`src/rtl/etf_pkg.sv`:
```
// Shared types and constants for the escape-time fractal unit.
// Holds the configuration register map, reset values and fixed-point limits.
// No dependencies; every other file of the block but etf_mul refers to it by scoped names.
package etf_pkg;

    localparam int CFG_IDX_W  = 4;
    localparam int CFG_DATA_W = 64;
    localparam int STEP_W     = 31;

    localparam logic [CFG_IDX_W-1:0] REG_MODE      = 4'd0;
    localparam logic [CFG_IDX_W-1:0] REG_MAX_ITER  = 4'd1;
    localparam logic [CFG_IDX_W-1:0] REG_BAILOUT   = 4'd2;
    localparam logic [CFG_IDX_W-1:0] REG_ORIGIN_RE = 4'd3;
    localparam logic [CFG_IDX_W-1:0] REG_ORIGIN_IM = 4'd4;
    localparam logic [CFG_IDX_W-1:0] REG_STEP_RE   = 4'd5;
    localparam logic [CFG_IDX_W-1:0] REG_STEP_IM   = 4'd6;
    localparam logic [CFG_IDX_W-1:0] REG_JULIA_C   = 4'd7;

    localparam int MAX_ITER_RST   = 32;
    localparam int MAX_ITER_MIN_W = 6;

    localparam logic [63:0]        PROD_LIM  = 64'h3FFF_FFFF_FFFF_FFFF;
    localparam logic signed [63:0] CROSS_LIM = 64'sh2000_0000_0000_0000;

    typedef struct packed {
        logic              mode;
        logic [2:0]        bailout;
        logic [31:0]       origin_re;
        logic [31:0]       origin_im;
        logic [STEP_W-1:0] step_re;
        logic [STEP_W-1:0] step_im;
        logic [63:0]       julia_c;
    } cfg_t;

    localparam cfg_t CFG_RST = '{
        mode:      1'b0,
        bailout:   3'd3,
        origin_re: 32'hD800_0000,
        origin_im: 32'hE800_0000,
        step_re:   31'd3355443,
        step_im:   31'd4026532,
        julia_c:   64'd0
    };

endpackage

```
`src/rtl/etf_if.sv`:
```
// Handshake channels of the escape-time fractal unit: pixel in, result out, config writes.
// Each carries valid, ready and its payload; a beat moves when both are high.
// Depends on etf_pkg for the configuration index and data widths.
interface etf_pix_if #(parameter int COORD_BITS = 10);
    logic                  valid;
    logic                  ready;
    logic [COORD_BITS-1:0] pixel_x;
    logic [COORD_BITS-1:0] pixel_y;

    modport source (output valid, output pixel_x, output pixel_y, input ready);
    modport sink   (input valid, input pixel_x, input pixel_y, output ready);
endinterface

interface etf_res_if #(parameter int ITER_BITS = 12);
    logic                 valid;
    logic                 ready;
    logic [ITER_BITS-1:0] escape_iter;
    logic                 inside_res;

    modport source (output valid, output escape_iter, output inside_res, input ready);
    modport sink   (input valid, input escape_iter, input inside_res, output ready);
endinterface

interface etf_cfg_if;
    logic                             valid;
    logic                             ready;
    logic [etf_pkg::CFG_IDX_W-1:0]    index;
    logic [etf_pkg::CFG_DATA_W-1:0]   data;

    modport source (output valid, output index, output data, input ready);
    modport sink   (input valid, input index, input data, output ready);
endinterface

```
`src/rtl/etf_cfg_regs.sv`:
```
// Configuration register file of the escape-time fractal unit.
// Decodes write beats by register index and holds the values for the datapath.
// Depends on etf_pkg and on etf_cfg_if from etf_if.sv.
module etf_cfg_regs #(
    parameter int ITER_BITS = 12,
    parameter int MI_W      = 12
) (
    input  logic                clk,
    input  logic                rst_n,
    etf_cfg_if.sink             cfg,
    output etf_pkg::cfg_t       cfg_q,
    output logic [MI_W-1:0]     max_iter
);

    etf_pkg::cfg_t   cfg_reg;
    etf_pkg::cfg_t   cfg_next;
    logic [MI_W-1:0] max_iter_reg;
    logic [MI_W-1:0] max_iter_next;

    assign cfg.ready = 1'b1;
    assign cfg_q     = cfg_reg;
    assign max_iter  = max_iter_reg;

    always_comb
    begin
        cfg_next      = cfg_reg;
        max_iter_next = max_iter_reg;
        if (cfg.valid)
        begin
            unique case (cfg.index)
                etf_pkg::REG_MODE:      cfg_next.mode      = cfg.data[0];
                etf_pkg::REG_MAX_ITER:  max_iter_next      = MI_W'(cfg.data[ITER_BITS-1:0]);
                etf_pkg::REG_BAILOUT:   cfg_next.bailout   = cfg.data[2:0];
                etf_pkg::REG_ORIGIN_RE: cfg_next.origin_re = cfg.data[31:0];
                etf_pkg::REG_ORIGIN_IM: cfg_next.origin_im = cfg.data[31:0];
                etf_pkg::REG_STEP_RE:   cfg_next.step_re   = cfg.data[etf_pkg::STEP_W-1:0];
                etf_pkg::REG_STEP_IM:   cfg_next.step_im   = cfg.data[etf_pkg::STEP_W-1:0];
                etf_pkg::REG_JULIA_C:   cfg_next.julia_c   = cfg.data;
                default:
                begin
                end
            endcase
        end
    end

    always_ff @(posedge clk or negedge rst_n)
    begin
        if (!rst_n)
        begin
            cfg_reg      <= etf_pkg::CFG_RST;
            max_iter_reg <= MI_W'(etf_pkg::MAX_ITER_RST);
        end
        else
        begin
            cfg_reg      <= cfg_next;
            max_iter_reg <= max_iter_next;
        end
    end

endmodule

```
`src/rtl/etf_mul.sv`:
```
// Shared unsigned multiplier of the escape-time fractal unit.
// Forms an OPW x OPW product from four half-width partial products, one per cycle.
// No package dependencies; the product is valid in the cycle that done is high.
module etf_mul #(
    parameter int OPW = 40
) (
    input  logic             clk,
    input  logic             rst_n,
    input  logic             start,
    input  logic [OPW-1:0]   a,
    input  logic [OPW-1:0]   b,
    output logic             done,
    output logic [2*OPW-1:0] prod
);

    localparam int H   = (OPW + 1) / 2;
    localparam int PPW = 2 * H;
    localparam int PW  = 2 * OPW;
    localparam logic [2:0] LAST_STEP = 3'd4;

    logic [OPW-1:0] a_reg;
    logic [OPW-1:0] a_next;
    logic [OPW-1:0] b_reg;
    logic [OPW-1:0] b_next;
    logic [2:0]     cnt_reg;
    logic [2:0]     cnt_next;
    logic           busy_reg;
    logic           busy_next;
    logic           done_reg;
    logic           done_next;
    logic [PPW-1:0] pp_reg;
    logic [PPW-1:0] pp_next;
    logic [1:0]     sh_reg;
    logic [1:0]     sh_next;
    logic [PW-1:0]  acc_reg;
    logic [PW-1:0]  acc_next;

    logic [H-1:0]   da;
    logic [H-1:0]   db;
    logic [PW-1:0]  pp_ext;
    logic [PW-1:0]  pp_shifted;

    assign da     = cnt_reg[1] ? H'(a_reg[OPW-1:H]) : a_reg[H-1:0];
    assign db     = cnt_reg[0] ? H'(b_reg[OPW-1:H]) : b_reg[H-1:0];
    assign pp_ext = PW'(pp_reg);

    always_comb
    begin
        case (sh_reg)
            2'd0:    pp_shifted = pp_ext;
            2'd1:    pp_shifted = pp_ext << H;
            default: pp_shifted = pp_ext << (2 * H);
        endcase
    end

    always_comb
    begin
        a_next    = a_reg;
        b_next    = b_reg;
        cnt_next  = cnt_reg;
        busy_next = busy_reg;
        done_next = 1'b0;
        pp_next   = pp_reg;
        sh_next   = sh_reg;
        acc_next  = acc_reg;
        if (start)
        begin
            a_next    = a;
            b_next    = b;
            cnt_next  = '0;
            busy_next = 1'b1;
            acc_next  = '0;
        end
        else if (busy_reg)
        begin
            if (!cnt_reg[2])
            begin
                pp_next = da * db;
                sh_next = {1'b0, cnt_reg[1]} + {1'b0, cnt_reg[0]};
            end
            if (cnt_reg != 3'd0)
            begin
                acc_next = acc_reg + pp_shifted;
            end
            if (cnt_reg == LAST_STEP)
            begin
                busy_next = 1'b0;
                done_next = 1'b1;
            end
            else
            begin
                cnt_next = cnt_reg + 3'd1;
            end
        end
    end

    always_ff @(posedge clk or negedge rst_n)
    begin
        if (!rst_n)
        begin
            cnt_reg  <= '0;
            busy_reg <= 1'b0;
            done_reg <= 1'b0;
        end
        else
        begin
            cnt_reg  <= cnt_next;
            busy_reg <= busy_next;
            done_reg <= done_next;
        end
    end

    always_ff @(posedge clk)
    begin
        a_reg   <= a_next;
        b_reg   <= b_next;
        pp_reg  <= pp_next;
        sh_reg  <= sh_next;
        acc_reg <= acc_next;
    end

    assign done = done_reg;
    assign prod = acc_reg;

endmodule

```
`src/rtl/escape_time_fractal_unit_core.sv`:
```
// Top level of the escape-time fractal unit: sequencer and datapath around one multiplier.
// Depends on etf_pkg, the channels in etf_if.sv, etf_cfg_regs and etf_mul.
// Assertions at the end are left out of synthesis.

// Each accepted pixel beat is mapped to a complex point (origin plus step times index),
// then z = z*z + c is iterated in signed fixed point with FRAC_BITS fraction bits and
// twelve bits for sign and integer part (width capped at 60), in Mandelbrot or Julia mode,
// until |z|^2 passes bailout^2 or the iteration limit is reached. All products go one
// after another through a single shared multiplier. One pixel is in flight at a time;
// the next one is taken while the previous result still waits in the output register.
// Configuration beats are always taken and should be sent only while no pixel is in
// flight.
module escape_time_fractal_unit_core #(
    parameter int COORD_BITS = 10,
    parameter int ITER_BITS  = 12,
    parameter int FRAC_BITS  = 28
) (
    input  logic       clk,
    input  logic       rst_n,
    etf_cfg_if.sink    cfg,
    etf_pix_if.sink    pix,
    etf_res_if.source  res
);

    localparam int ACC_W = (FRAC_BITS + 12 < 60) ? FRAC_BITS + 12 : 60;
    localparam int OPW   = (ACC_W > 32) ? ACC_W : 32;
    localparam int PW    = 2 * OPW;
    localparam int SP_W  = etf_pkg::STEP_W + COORD_BITS;
    localparam int QW    = PW - FRAC_BITS;
    localparam int CW    = (QW > 64) ? QW : 64;
    localparam int MI_W  = (ITER_BITS > etf_pkg::MAX_ITER_MIN_W) ?
                           ITER_BITS : etf_pkg::MAX_ITER_MIN_W;

    localparam logic [2:0] S_IDLE  = 3'd0;
    localparam logic [2:0] S_ISSUE = 3'd1;
    localparam logic [2:0] S_MUL   = 3'd2;
    localparam logic [2:0] S_INIT  = 3'd3;
    localparam logic [2:0] S_UPD   = 3'd4;
    localparam logic [2:0] S_CHK   = 3'd5;
    localparam logic [2:0] S_FIN   = 3'd6;

    localparam logic [2:0] OP_PRE_RE = 3'd0;
    localparam logic [2:0] OP_PRE_IM = 3'd1;
    localparam logic [2:0] OP_XX     = 3'd2;
    localparam logic [2:0] OP_YY     = 3'd3;
    localparam logic [2:0] OP_XY     = 3'd4;

    function automatic logic signed [ACC_W-1:0] clamp_acc(input logic signed [63:0] v);
        logic signed [ACC_W-1:0] r;
        if (v[63:ACC_W-1] == {(65 - ACC_W){v[63]}})
            r = v[ACC_W-1:0];
        else if (v[63])
            r = {1'b1, {(ACC_W - 1){1'b0}}};
        else
            r = {1'b0, {(ACC_W - 1){1'b1}}};
        return r;
    endfunction

    // Floors the magnitude product by FRAC_BITS, rounding toward minus infinity for
    // negative results, and saturates to the product limit.
    function automatic logic signed [63:0] fx_fin(input logic [PW-1:0] p, input logic neg);
        logic [CW-1:0]      q;
        logic               big;
        logic               remnz;
        logic [63:0]        q64;
        logic signed [63:0] r;
        q     = CW'(p[PW-1:FRAC_BITS]);
        big   = q >= CW'(etf_pkg::PROD_LIM);
        remnz = |p[FRAC_BITS-1:0];
        q64   = {2'b00, q[61:0]};
        if (!neg)
            r = big ? $signed(etf_pkg::PROD_LIM) : $signed(q64);
        else if (big)
            r = -$signed(etf_pkg::PROD_LIM);
        else if (remnz)
            r = $signed(~q64);
        else
            r = -$signed(q64);
        return r;
    endfunction

    function automatic logic signed [62:0] clamp_cross(input logic signed [63:0] v);
        logic signed [63:0] r;
        if (v > etf_pkg::CROSS_LIM)
            r = etf_pkg::CROSS_LIM;
        else if (v < -etf_pkg::CROSS_LIM)
            r = -etf_pkg::CROSS_LIM;
        else
            r = v;
        return r[62:0];
    endfunction

    etf_pkg::cfg_t   cfg_q;
    logic [MI_W-1:0] max_iter;

    logic [2:0]              state_reg;
    logic [2:0]              state_next;
    logic [2:0]              op_reg;
    logic [2:0]              op_next;
    logic [MI_W-1:0]         iter_reg;
    logic [MI_W-1:0]         iter_next;
    logic                    chk_reg;
    logic                    chk_next;
    logic                    esc_reg;
    logic                    esc_next;
    logic [COORD_BITS-1:0]   px_reg;
    logic [COORD_BITS-1:0]   px_next;
    logic [COORD_BITS-1:0]   py_reg;
    logic [COORD_BITS-1:0]   py_next;
    logic signed [ACC_W-1:0] zr_reg;
    logic signed [ACC_W-1:0] zr_next;
    logic signed [ACC_W-1:0] zi_reg;
    logic signed [ACC_W-1:0] zi_next;
    logic signed [ACC_W-1:0] cr_reg;
    logic signed [ACC_W-1:0] cr_next;
    logic signed [ACC_W-1:0] ci_reg;
    logic signed [ACC_W-1:0] ci_next;
    logic [61:0]             xx_reg;
    logic [61:0]             xx_next;
    logic [61:0]             yy_reg;
    logic [61:0]             yy_next;
    logic signed [62:0]      xy_reg;
    logic signed [62:0]      xy_next;
    logic                    out_valid_reg;
    logic                    out_valid_next;
    logic [ITER_BITS-1:0]    escape_reg;
    logic [ITER_BITS-1:0]    escape_next;
    logic                    inside_reg;
    logic                    inside_next;

    logic                    mul_start;
    logic                    mul_done;
    logic [OPW-1:0]          mul_a;
    logic [OPW-1:0]          mul_b;
    logic                    mul_neg;
    logic [PW-1:0]           mul_prod;

    logic [ACC_W-1:0]        zr_mag;
    logic [ACC_W-1:0]        zi_mag;
    logic signed [63:0]      fin_val;
    logic signed [63:0]      pre_re_sum;
    logic signed [63:0]      pre_im_sum;
    logic signed [63:0]      sum_r;
    logic signed [63:0]      sum_i;
    logic [62:0]             mag;
    logic [5:0]              bail_sq;
    logic [62:0]             thr;

    etf_cfg_regs #(
        .ITER_BITS (ITER_BITS),
        .MI_W      (MI_W)
    ) u_cfg (
        .clk      (clk),
        .rst_n    (rst_n),
        .cfg      (cfg),
        .cfg_q    (cfg_q),
        .max_iter (max_iter)
    );

    etf_mul #(
        .OPW (OPW)
    ) u_mul (
        .clk   (clk),
        .rst_n (rst_n),
        .start (mul_start),
        .a     (mul_a),
        .b     (mul_b),
        .done  (mul_done),
        .prod  (mul_prod)
    );

    assign zr_mag = zr_reg[ACC_W-1] ? (~zr_reg + 1'b1) : zr_reg;
    assign zi_mag = zi_reg[ACC_W-1] ? (~zi_reg + 1'b1) : zi_reg;

    always_comb
    begin
        mul_neg = 1'b0;
        unique case (op_reg)
            OP_PRE_RE:
            begin
                mul_a = OPW'(cfg_q.step_re);
                mul_b = OPW'(px_reg);
            end
            OP_PRE_IM:
            begin
                mul_a = OPW'(cfg_q.step_im);
                mul_b = OPW'(py_reg);
            end
            OP_XX:
            begin
                mul_a = OPW'(zr_mag);
                mul_b = OPW'(zr_mag);
            end
            OP_YY:
            begin
                mul_a = OPW'(zi_mag);
                mul_b = OPW'(zi_mag);
            end
            OP_XY:
            begin
                mul_a   = OPW'(zr_mag);
                mul_b   = OPW'(zi_mag);
                mul_neg = zr_reg[ACC_W-1] ^ zi_reg[ACC_W-1];
            end
            default:
            begin
                mul_a = '0;
                mul_b = '0;
            end
        endcase
    end

    assign fin_val    = fx_fin(mul_prod, mul_neg);
    assign pre_re_sum = 64'($signed(cfg_q.origin_re)) + $signed(64'(mul_prod[SP_W-1:0]));
    assign pre_im_sum = 64'($signed(cfg_q.origin_im)) + $signed(64'(mul_prod[SP_W-1:0]));
    assign sum_r      = $signed({2'b00, xx_reg}) - $signed({2'b00, yy_reg}) + 64'(cr_reg);
    assign sum_i      = $signed({xy_reg, 1'b0}) + 64'(ci_reg);
    assign mag        = {1'b0, xx_reg} + {1'b0, yy_reg};
    assign bail_sq    = {3'b000, cfg_q.bailout} * {3'b000, cfg_q.bailout};
    assign thr        = 63'(bail_sq) << FRAC_BITS;

    always_comb
    begin
        state_next     = state_reg;
        op_next        = op_reg;
        iter_next      = iter_reg;
        chk_next       = chk_reg;
        esc_next       = esc_reg;
        px_next        = px_reg;
        py_next        = py_reg;
        zr_next        = zr_reg;
        zi_next        = zi_reg;
        cr_next        = cr_reg;
        ci_next        = ci_reg;
        xx_next        = xx_reg;
        yy_next        = yy_reg;
        xy_next        = xy_reg;
        escape_next    = escape_reg;
        inside_next    = inside_reg;
        out_valid_next = out_valid_reg && !res.ready;
        mul_start      = 1'b0;

        unique case (state_reg)
            S_IDLE:
            begin
                if (pix.valid)
                begin
                    px_next    = pix.pixel_x;
                    py_next    = pix.pixel_y;
                    op_next    = OP_PRE_RE;
                    state_next = S_ISSUE;
                end
            end
            S_ISSUE:
            begin
                mul_start  = 1'b1;
                state_next = S_MUL;
            end
            S_MUL:
            begin
                if (mul_done)
                begin
                    unique case (op_reg)
                        OP_PRE_RE:
                        begin
                            cr_next    = clamp_acc(pre_re_sum);
                            op_next    = OP_PRE_IM;
                            state_next = S_ISSUE;
                        end
                        OP_PRE_IM:
                        begin
                            ci_next    = clamp_acc(pre_im_sum);
                            state_next = S_INIT;
                        end
                        OP_XX:
                        begin
                            xx_next    = fin_val[61:0];
                            op_next    = OP_YY;
                            state_next = S_ISSUE;
                        end
                        OP_YY:
                        begin
                            yy_next = fin_val[61:0];
                            if (chk_reg)
                            begin
                                state_next = S_CHK;
                            end
                            else
                            begin
                                op_next    = OP_XY;
                                state_next = S_ISSUE;
                            end
                        end
                        OP_XY:
                        begin
                            xy_next    = clamp_cross(fin_val);
                            state_next = S_UPD;
                        end
                        default:
                        begin
                            state_next = S_IDLE;
                        end
                    endcase
                end
            end
            S_INIT:
            begin
                iter_next = '0;
                chk_next  = 1'b0;
                esc_next  = 1'b0;
                if (cfg_q.mode)
                begin
                    zr_next = cr_reg;
                    zi_next = ci_reg;
                    cr_next = clamp_acc(64'($signed(cfg_q.julia_c[63:32])));
                    ci_next = clamp_acc(64'($signed(cfg_q.julia_c[31:0])));
                end
                else
                begin
                    zr_next = '0;
                    zi_next = '0;
                end
                if (max_iter == '0)
                begin
                    state_next = S_FIN;
                end
                else
                begin
                    op_next    = OP_XX;
                    state_next = S_ISSUE;
                end
            end
            S_UPD:
            begin
                zr_next    = clamp_acc(sum_r);
                zi_next    = clamp_acc(sum_i);
                chk_next   = 1'b1;
                op_next    = OP_XX;
                state_next = S_ISSUE;
            end
            S_CHK:
            begin
                if (mag > thr)
                begin
                    esc_next   = 1'b1;
                    state_next = S_FIN;
                end
                else if (MI_W'(iter_reg + 1'b1) == max_iter)
                begin
                    state_next = S_FIN;
                end
                else
                begin
                    iter_next  = iter_reg + 1'b1;
                    op_next    = OP_XY;
                    state_next = S_ISSUE;
                end
            end
            S_FIN:
            begin
                if (!out_valid_reg || res.ready)
                begin
                    out_valid_next = 1'b1;
                    escape_next    = esc_reg ? iter_reg[ITER_BITS-1:0] : '0;
                    inside_next    = !esc_reg;
                    state_next     = S_IDLE;
                end
            end
            default:
            begin
                state_next = S_IDLE;
            end
        endcase
    end

    always_ff @(posedge clk or negedge rst_n)
    begin
        if (!rst_n)
        begin
            state_reg     <= S_IDLE;
            op_reg        <= OP_PRE_RE;
            iter_reg      <= '0;
            chk_reg       <= 1'b0;
            esc_reg       <= 1'b0;
            out_valid_reg <= 1'b0;
        end
        else
        begin
            state_reg     <= state_next;
            op_reg        <= op_next;
            iter_reg      <= iter_next;
            chk_reg       <= chk_next;
            esc_reg       <= esc_next;
            out_valid_reg <= out_valid_next;
        end
    end

    always_ff @(posedge clk)
    begin
        px_reg     <= px_next;
        py_reg     <= py_next;
        zr_reg     <= zr_next;
        zi_reg     <= zi_next;
        cr_reg     <= cr_next;
        ci_reg     <= ci_next;
        xx_reg     <= xx_next;
        yy_reg     <= yy_next;
        xy_reg     <= xy_next;
        escape_reg <= escape_next;
        inside_reg <= inside_next;
    end

    assign pix.ready       = (state_reg == S_IDLE);
    assign res.valid       = out_valid_reg;
    assign res.escape_iter = escape_reg;
    assign res.inside_res  = inside_reg;

`ifndef SYNTHESIS
    a_done_in_wait: assert property (@(posedge clk) disable iff (!rst_n)
        mul_done |-> (state_reg == S_MUL))
        else $error("multiplier finished outside the wait state");

    a_iter_below_limit: assert property (@(posedge clk) disable iff (!rst_n)
        (state_reg == S_CHK) |-> (iter_reg < max_iter))
        else $error("iteration count reached the limit inside the loop");

    a_inside_zero: assert property (@(posedge clk) disable iff (!rst_n)
        (res.valid && res.inside_res) |-> (res.escape_iter == '0))
        else $error("inside result carries a nonzero escape iteration");

    a_accept_starts: assert property (@(posedge clk) disable iff (!rst_n)
        (pix.valid && pix.ready) |=> (state_reg == S_ISSUE && op_reg == OP_PRE_RE))
        else $error("accepted pixel did not start the coordinate mapping");
`endif

endmodule
```
`src/flat_wrapper.sv`:
```
// flat-port wrapper written by rule: the top's interface ports become plain ports
module escape_time_fractal_unit_core_flat 
#(
    parameter int COORD_BITS = 10,
    parameter int ITER_BITS  = 12,
    parameter int FRAC_BITS  = 28
)
  (clk, rst_n, cfg_valid, cfg_index, cfg_data, cfg_ready, pix_valid, pix_pixel_x, pix_pixel_y, pix_ready, res_valid, res_escape_iter, res_inside_res, res_ready);
  etf_cfg_if cfg_i ();
  etf_pix_if #(.COORD_BITS(COORD_BITS)) pix_i ();
  etf_res_if #(.ITER_BITS(ITER_BITS)) res_i ();
  input  logic clk;
  input  logic rst_n;
  input wire logic [$bits(cfg_i.valid)-1:0] cfg_valid;
  input wire logic [$bits(cfg_i.index)-1:0] cfg_index;
  input wire logic [$bits(cfg_i.data)-1:0] cfg_data;
  output wire logic [$bits(cfg_i.ready)-1:0] cfg_ready;
  input wire logic [$bits(pix_i.valid)-1:0] pix_valid;
  input wire logic [$bits(pix_i.pixel_x)-1:0] pix_pixel_x;
  input wire logic [$bits(pix_i.pixel_y)-1:0] pix_pixel_y;
  output wire logic [$bits(pix_i.ready)-1:0] pix_ready;
  output wire logic [$bits(res_i.valid)-1:0] res_valid;
  output wire logic [$bits(res_i.escape_iter)-1:0] res_escape_iter;
  output wire logic [$bits(res_i.inside_res)-1:0] res_inside_res;
  input wire logic [$bits(res_i.ready)-1:0] res_ready;
  assign cfg_i.valid = cfg_valid;
  assign cfg_i.index = cfg_index;
  assign cfg_i.data = cfg_data;
  assign cfg_ready = cfg_i.ready;
  assign pix_i.valid = pix_valid;
  assign pix_i.pixel_x = pix_pixel_x;
  assign pix_i.pixel_y = pix_pixel_y;
  assign pix_ready = pix_i.ready;
  assign res_valid = res_i.valid;
  assign res_escape_iter = res_i.escape_iter;
  assign res_inside_res = res_i.inside_res;
  assign res_i.ready = res_ready;
  escape_time_fractal_unit_core #(.COORD_BITS(COORD_BITS), .ITER_BITS(ITER_BITS), .FRAC_BITS(FRAC_BITS)) u_core (.clk(clk), .rst_n(rst_n), .cfg(cfg_i), .pix(pix_i), .res(res_i));
endmodule
```
`config.mk`:
```
export PLATFORM = sky130hd
export DESIGN_NAME = escape_time_fractal_unit_core_flat
export DESIGN_NICKNAME = d
export VERILOG_FILES = /design/src/rtl/etf_pkg.sv /design/src/rtl/etf_if.sv /design/src/rtl/etf_cfg_regs.sv /design/src/rtl/etf_mul.sv /design/src/rtl/escape_time_fractal_unit_core.sv /design/src/flat_wrapper.sv
export SDC_FILE = /design/constraint.sdc
export NUM_CORES = 2
export LEC_CHECK = 0
export BUFFER_PORTS_ARGS = -buffer_cell sky130_fd_sc_hd__buf_2
export CAP_MARGIN = 20
export CORE_ASPECT_RATIO = 1.4
export CORE_MARGIN = 2
export CORE_UTILIZATION = 32
export CTS_CLUSTER_DIAMETER = 120
export CTS_CLUSTER_SIZE = 40
export DETAILED_ROUTE_END_ITERATION = 7
export PLACE_DENSITY = 0.54
export REMOVE_ABC_BUFFERS = 1
export SYNTH_ARGS = -nofsm -noshare
export SYNTH_HDL_FRONTEND = slang
export SYNTH_SLANG_ARGS = --single-unit
export TNS_END_PERCENT = 1
```
`constraint.sdc`:
```
create_clock -name clk -period 9.9 [get_ports clk]
set_clock_uncertainty 0.05 [all_clocks]
set_input_delay 0 -clock clk [delete_from_list [all_inputs] [get_ports clk]]
set_output_delay 0 -clock clk [all_outputs]
set_load 0.01 [all_outputs]
```
Word level (Yosys, flattened, before mapping)
Index checks and enable logic that the tools add are counted.
{"block": "word_totals", "inputBits": 93, "reg_bits": 814}
{"block": "classes", "n_mux": 66, "eq_ne": 37, "reduce_logical": 43, "n_lt_le_gt_ge": 3, "n_bitwise": 6, "n_addsub": 13, "multipliers": 2}
{"cell": "$mux 40", "n": 18}
{"cell": "$pmux 40 s2", "n": 4}
{"cell": "$pmux 40 s4", "n": 2}
{"cell": "$pmux 80 s2", "n": 1}
{"cell": "$mux 64", "n": 2}
{"cell": "$eq 24x24->1", "n": 4}
{"cell": "$add 32x42->43", "n": 2}
{"cell": "$add 40x1->40 const B", "n": 2}
{"cell": "$add 80x80->80", "n": 1}
{"cell": "$not 40->40", "n": 2}
{"cell": "$add 63x40->64", "n": 1}
{"cell": "$add 64x40->64", "n": 1}
{"cell": "$gt 64x63->1 const B", "n": 1}
{"cell": "$lt 64x62->1 const B", "n": 1}
{"cell": "$neg 52->64", "n": 1}
{"cell": "$not 52->64", "n": 1}
{"cell": "$add 62x62->63", "n": 1}
{"cell": "$gt 63x34->1", "n": 1}
{"cell": "$mux 63", "n": 1}
{"cell": "$sub 62x62->63", "n": 1}
{"cell": "$mux 3", "n": 16}
{"cell": "$mul 20x20->40", "n": 1}
{"cell": "$mux 20", "n": 2}
{"cell": "$reduce_or 28->1", "n": 1}
{"cell": "other kinds (41)", "n": 102}

Logic depth before layout (Yosys ltp)
{"block": "logic_depth", "depth_word": 6, "ltp_mapped": 37, "mapped_depth_nobuf": 34}

Hierarchy
Synthesis repeated with hierarchy kept, for this count alone.
{"block": "hier_totals", "cells_unflattened": 8301, "hier_area_um2": 74695.4}
{"mod": "escape_time_fractal_unit_core", "cells_per_inst": 4953, "area_each_um2": 41105.7, "n_inst": 1, "seq_area_each_um2": 11936.4}
{"mod": "etf_mul", "cells_per_inst": 2901, "area_each_um2": 25791.0, "n_inst": 1, "seq_area_each_um2": 5390.2}
{"mod": "etf_cfg_regs", "cells_per_inst": 447, "area_each_um2": 7798.7, "n_inst": 1, "seq_area_each_um2": 5197.5}

Worst setup path after synthesis
OpenSTA, ideal clock, no wires.
{"block": "synth_timing", "kind": "register -> register", "start": "register u_core.u_mul.cnt_reg[0]", "end": "register u_core.u_mul.pp_reg[39] (data pin)", "setup_slack_ps": 1461, "path_stages_with_launch": 35, "t_required_ps": 9590, "arrival_ps": 8129, "synth_period_minus_slack_ps": 8439, "cell_sequence": "dfrtp_1 clkbuf_1 clkbuf_1 mux2i_1 clkbuf_1 nor2_1 fa_1 fa_1 inv_1 fa_1 inv_1 fa_1 inv_1 fa_1 inv_1 fa_1 inv_1 fa_1 inv_1 ha_1 a21oi_1 o21ai_0 a32o_1 nor4b_1 o31ai_1 o22ai_1 o21ai_0 nand2_1 o21ai_0 a21oi_1 nor2b_1 nor3_1 o21bai_1 a21oi_1 xnor2_1"}
{"block": "synth_via", "elab_chain_len": 2}
{"element": "from (decl)", "line_no": "etf_mul.sv:25", "rtl": "logic [2:0] cnt_reg;"}
{"element": "from (signal assigned)", "line_no": "etf_mul.sv:107", "rtl": "cnt_reg <= cnt_next;"}
{"element": "$mux 20", "line_no": "etf_mul.sv:44", "rtl": "assign db = cnt_reg[0] ? H'(b_reg[OPW-1:H]) : b_reg[H-1:0];"}
{"element": "$mul 20x20->40", "line_no": "etf_mul.sv:78", "rtl": "pp_next = da * db;"}
{"element": "to (signal assigned)", "line_no": "etf_mul.sv:117", "rtl": "pp_reg <= pp_next;"}
{"element": "to (decl)", "line_no": "etf_mul.sv:31", "rtl": "logic [PPW-1:0] pp_reg;"}
Every way passes these cells.
A chain may end at the register's enable or synchronous reset.

Final worst setup path
{"block": "layout_timing", "start": "register u_core.xx_reg[0]", "end": "register u_core.zr_reg[3] (data pin)"}
{"block": "layout_via", "elab_chain_len": 5, "elab_cells_between_ends": 6, "classes_between": "add/sub: 2; eq/ne: 1; mux: 3"}
{"element": "from (decl)", "line_no": "escape_time_fractal_unit_core.sv:118", "rtl": "logic [61:0] xx_reg;"}
{"element": "from (signal assigned)", "line_no": "escape_time_fractal_unit_core.sv:406", "rtl": "xx_reg <= xx_next;"}
{"element": "$sub 62x62->63 *", "line_no": "escape_time_fractal_unit_core.sv:216", "rtl": "assign sum_r = $signed({2'b00, xx_reg}) - $signed({2'b00, yy_reg}) + 64'(cr_reg);"}
{"element": "$add 63x40->64 *", "line_no": "escape_time_fractal_unit_core.sv:216"}
{"element": "$eq 24x24->1 or $mux 40 (tied branches)", "line_no": "escape_time_fractal_unit_core.sv:50, escape_time_fractal_unit_core.sv:52"}
{"element": "$mux 40 *", "line_no": "escape_time_fractal_unit_core.sv:50", "rtl": "if (v[63:ACC_W-1] == {(65 - ACC_W){v[63]}})"}
{"element": "$pmux 40 s2 *", "line_no": "escape_time_fractal_unit_core.sv:243", "rtl": "unique case (state_reg)"}
{"element": "net u_core.zr_next[3]", "line_no": "escape_time_fractal_unit_core.sv:111", "rtl": "logic signed [ACC_W-1:0] zr_next;"}
{"element": "to (signal assigned)", "line_no": "escape_time_fractal_unit_core.sv:402", "rtl": "zr_reg <= zr_next;"}
{"element": "to (decl)", "line_no": "escape_time_fractal_unit_core.sv:110", "rtl": "logic signed [ACC_W-1:0] zr_reg;"}
The timed path passes the listed nets; every way through them passes the cells marked *.

==> flow_summary.ini <==
[yosys]
async_flop_share_pct = 28.50
synth.yosys.warnings = 0
edff_count_synth = 502
synth-seq-cells = 814
yosys_top_cell_by_area = sky130_fd_sc_hd__edfxtp_1
synth.avg_cell_area_sq_um = 9.186
synth-seq-area-share_pct = 31.14
yosys.area.top_type_share_pct = 20.84
yosysUniqueCellTypes = 108
synth_area_leaders = sky130_fd_sc_hd__edfxtp_1, sky130_fd_sc_hd__ha_1, sky130_fd_sc_hd__fa_1
synthesis.instances = 7875
post_synth_instance_area_sq_um = 72340
synth_flop_cell = sky130_fd_sc_hd__edfxtp_1

[worst_setup_path]
most_numerous_cell_on_the_critical_path = sky130_fd_sc_hd__a21oi_1
critical_path.n_buffers_inverters = 3
criticalPathCategory = reg2reg
critical_path.startpoint_type = flip-flop
cp_slowest_stage_delay_ns = 0.67
worst-path-max-fanout = 39
worstSetupEndpointType = flip-flop
path_delay_family = compound AO/OA/AOI/OAI gates
critical-path-slowest-cell = sky130_fd_sc_hd__a2111oi_0
arrival_ns = 9.50
critical_path_required_ns = 10.33

[worst_hold_path]
hp-class = in2reg

[cts]
postCtsResizedCells = 0
clk_path_buf_depth = 3
cts_hold_repair.buffers = 148
clk-insertion-delay-late_ns = 0.76
cts_tree = done
clock_sink_count = 814
cts-buffers-inserted = 27
path_clk_slew_ns = 0.15
post-cts-setup-buffers = 0
cts-root-buf = sky130_fd_sc_hd__clkbuf_16
ctsHtreeMaxLevel = 1

[place]
dpl_wire_length_um = 225000
portBuffers = 107
globalplace.congestion = 1.002

[timing]
max_freq_ghz = 0.1103
setup_tns_ns = 0
timing.slew.headroom_pct = 14.75
final_max_slew_viol_count = 0
rsz_0062_raised_after_global_routing = false
min_period_ns = 9.068
worst_slew_pin_slew_ns = 1.274
setup_violations = 0
report.final.hold_viol_count = 0
layout_worst_path_cycle_share_pct = 91.59

[layout]
layout.filler_cells = 23160
fraction_of_final_layout_cells_sized_beyond_drive_strength_1_pct = 8.850
layout_commonest_cell = sky130_fd_sc_hd__nand2_1
design.final.nets = 8931
areaGrowthSynthToFinish_pct = 9.134
top_library_cells_by_usage_in_the_layout_fill_and_taps_aside = sky130_fd_sc_hd__nand2_1, sky130_fd_sc_hd__nor2_1, sky130_fd_sc_hd__a21oi_1, sky130_fd_sc_hd__inv_1, sky130_fd_sc_hd__ha_1
number_of_flip_flops_in_the_largest_register = 194

[floorplanning]
core_area_sq_um = 224800
core.rowCount = 206
dieArea_sq_um = 229900
die_height_um = 566.6
die_width_um = 405.8
start_util_pct = 32.19
io_pins = 109

[grt]
grt_first_pass_wirelength_um = 405400
grt_start_max_net_pins = 135
grt.total_usage_pct = 23.56
global_route.overflow_total = 0
first_global_vias = 61370
grt_antenna_before_repair = 7

[run_status]
run_status = completed

[drt]
routed-via-count = 61800
wl_per_cell_um = 25.48
ant_nets = 0
finalWirelength_um = 279700
route.detailed.drc = 0
vias_per_cell = 5.628
number_of_drc_violations_after_detailed_routing_iteration_0 = 5268
drtPass1Iterations = 5

[flow_run]
max_cap_violations = 0
-- worst min-delay path: stages --
cell	delay, ns
sky130_fd_sc_hd__dlygate4sd3_1	0.51
sky130_fd_sc_hd__buf_2	0.15
sky130_fd_sc_hd__mux2_2	0.15
-- path summary, 6_finish.rpt --
check	cells after the start	endpoint	startpoint	slack (ns)
hold / removal	3	u_core.u_cfg.cfg_q[141]	cfg_data[15]	0.04
min in group asynchronous	3	u_core.u_cfg.cfg_q[84]	rst_n	0.44
hold reg to reg	2	u_core.chk_reg	u_core.chk_reg	0.45
max in group asynchronous	4	u_core.u_cfg.cfg_q[44]	rst_n	8.39
setup reg to reg	35	u_core.zr_reg[3]	u_core.xx_reg[0]	0.83
setup / recovery	35	u_core.zr_reg[3]	u_core.xx_reg[0]	0.83
-- through the flow --
step | setup WS [ns] | instance area [sq um] | utilization (%) | std cells | hold WS, ns
2_1_floorplan | 0.8661 | 70930 | - | 7514 | -0.3456
3_3_place_gp | 1.069 | 76450 | 34.01 | 10770 | 0.03563
3_5_place_dp | 0.9410 | 76510 | 34.04 | 10770 | 0.04958
4_1_cts | 0.8937 | 78920 | 35.11 | 10970 | 0.007429
5_1_grt | 0.1525 | 78940 | 35.12 | 10970 | 0.03423
6_report | 0.8324 | 78950 | 35.13 | 10980 | 0.03994
-- layout make-up --
type | count | area (sq um) | area share, %
Clock inverter | 11 | 190.2 | 0.2409
Clock buffer | 39 | 720.7 | 0.9128
Inverter | 609 | 2291 | 2.902
Tap cell | 3016 | 3774 | 4.780
Timing Repair Buffer | 391 | 3114 | 3.945
Sequential cell | 814 | 22530 | 28.53
Antenna cell | 9 | 22.52 | 0.02853
Multi-Input combinational cell | 6091 | 46310 | 58.66
-- cells by family (layout without fill, tap and decap cells) --
family          after synthesis  count (layout)  share of synthesized area, %
xor+xnor                    508             508                         6.150
fa+ha+maj                   904             904                         19.03
flops                       814             814                         31.14
other cells                   1              10                      0.005184
mux                         340             340                         5.133
simple gates               2299            2299                         14.86
buf+inv                     970            1050                         5.118
compound gates             2039            2039                         18.58
-- synthesized netlist by cell type, types with 196 or more instances --
cell,n
sky130_fd_sc_hd__inv_1,601
sky130_fd_sc_hd__nor2_1,667
sky130_fd_sc_hd__dfrtp_1,198
sky130_fd_sc_hd__xor2_1,208
sky130_fd_sc_hd__fa_1,327
sky130_fd_sc_hd__a21o_1,196
sky130_fd_sc_hd__o21ai_0,334
sky130_fd_sc_hd__clkbuf_1,306
sky130_fd_sc_hd__edfxtp_1,502
sky130_fd_sc_hd__a21oi_1,657
sky130_fd_sc_hd__xnor2_1,300
sky130_fd_sc_hd__nand2_1,755
sky130_fd_sc_hd__ha_1,577
sky130_fd_sc_hd__mux2_2,248
-- per-layer routing --
layer  vias up  share of wire [%]  global-route usage (%)
met4         4                9.2                   17.88
li1      28230                  -                       -
met5         -              0.011                       0
met1     30890                 37                   26.27
met3       592                4.2                   1.782
met2      2079                 50                   41.58
Power is left out: the tool's default activity adds up to more than one toggle a clock period on the data nets, which glitch-free logic cannot reach.
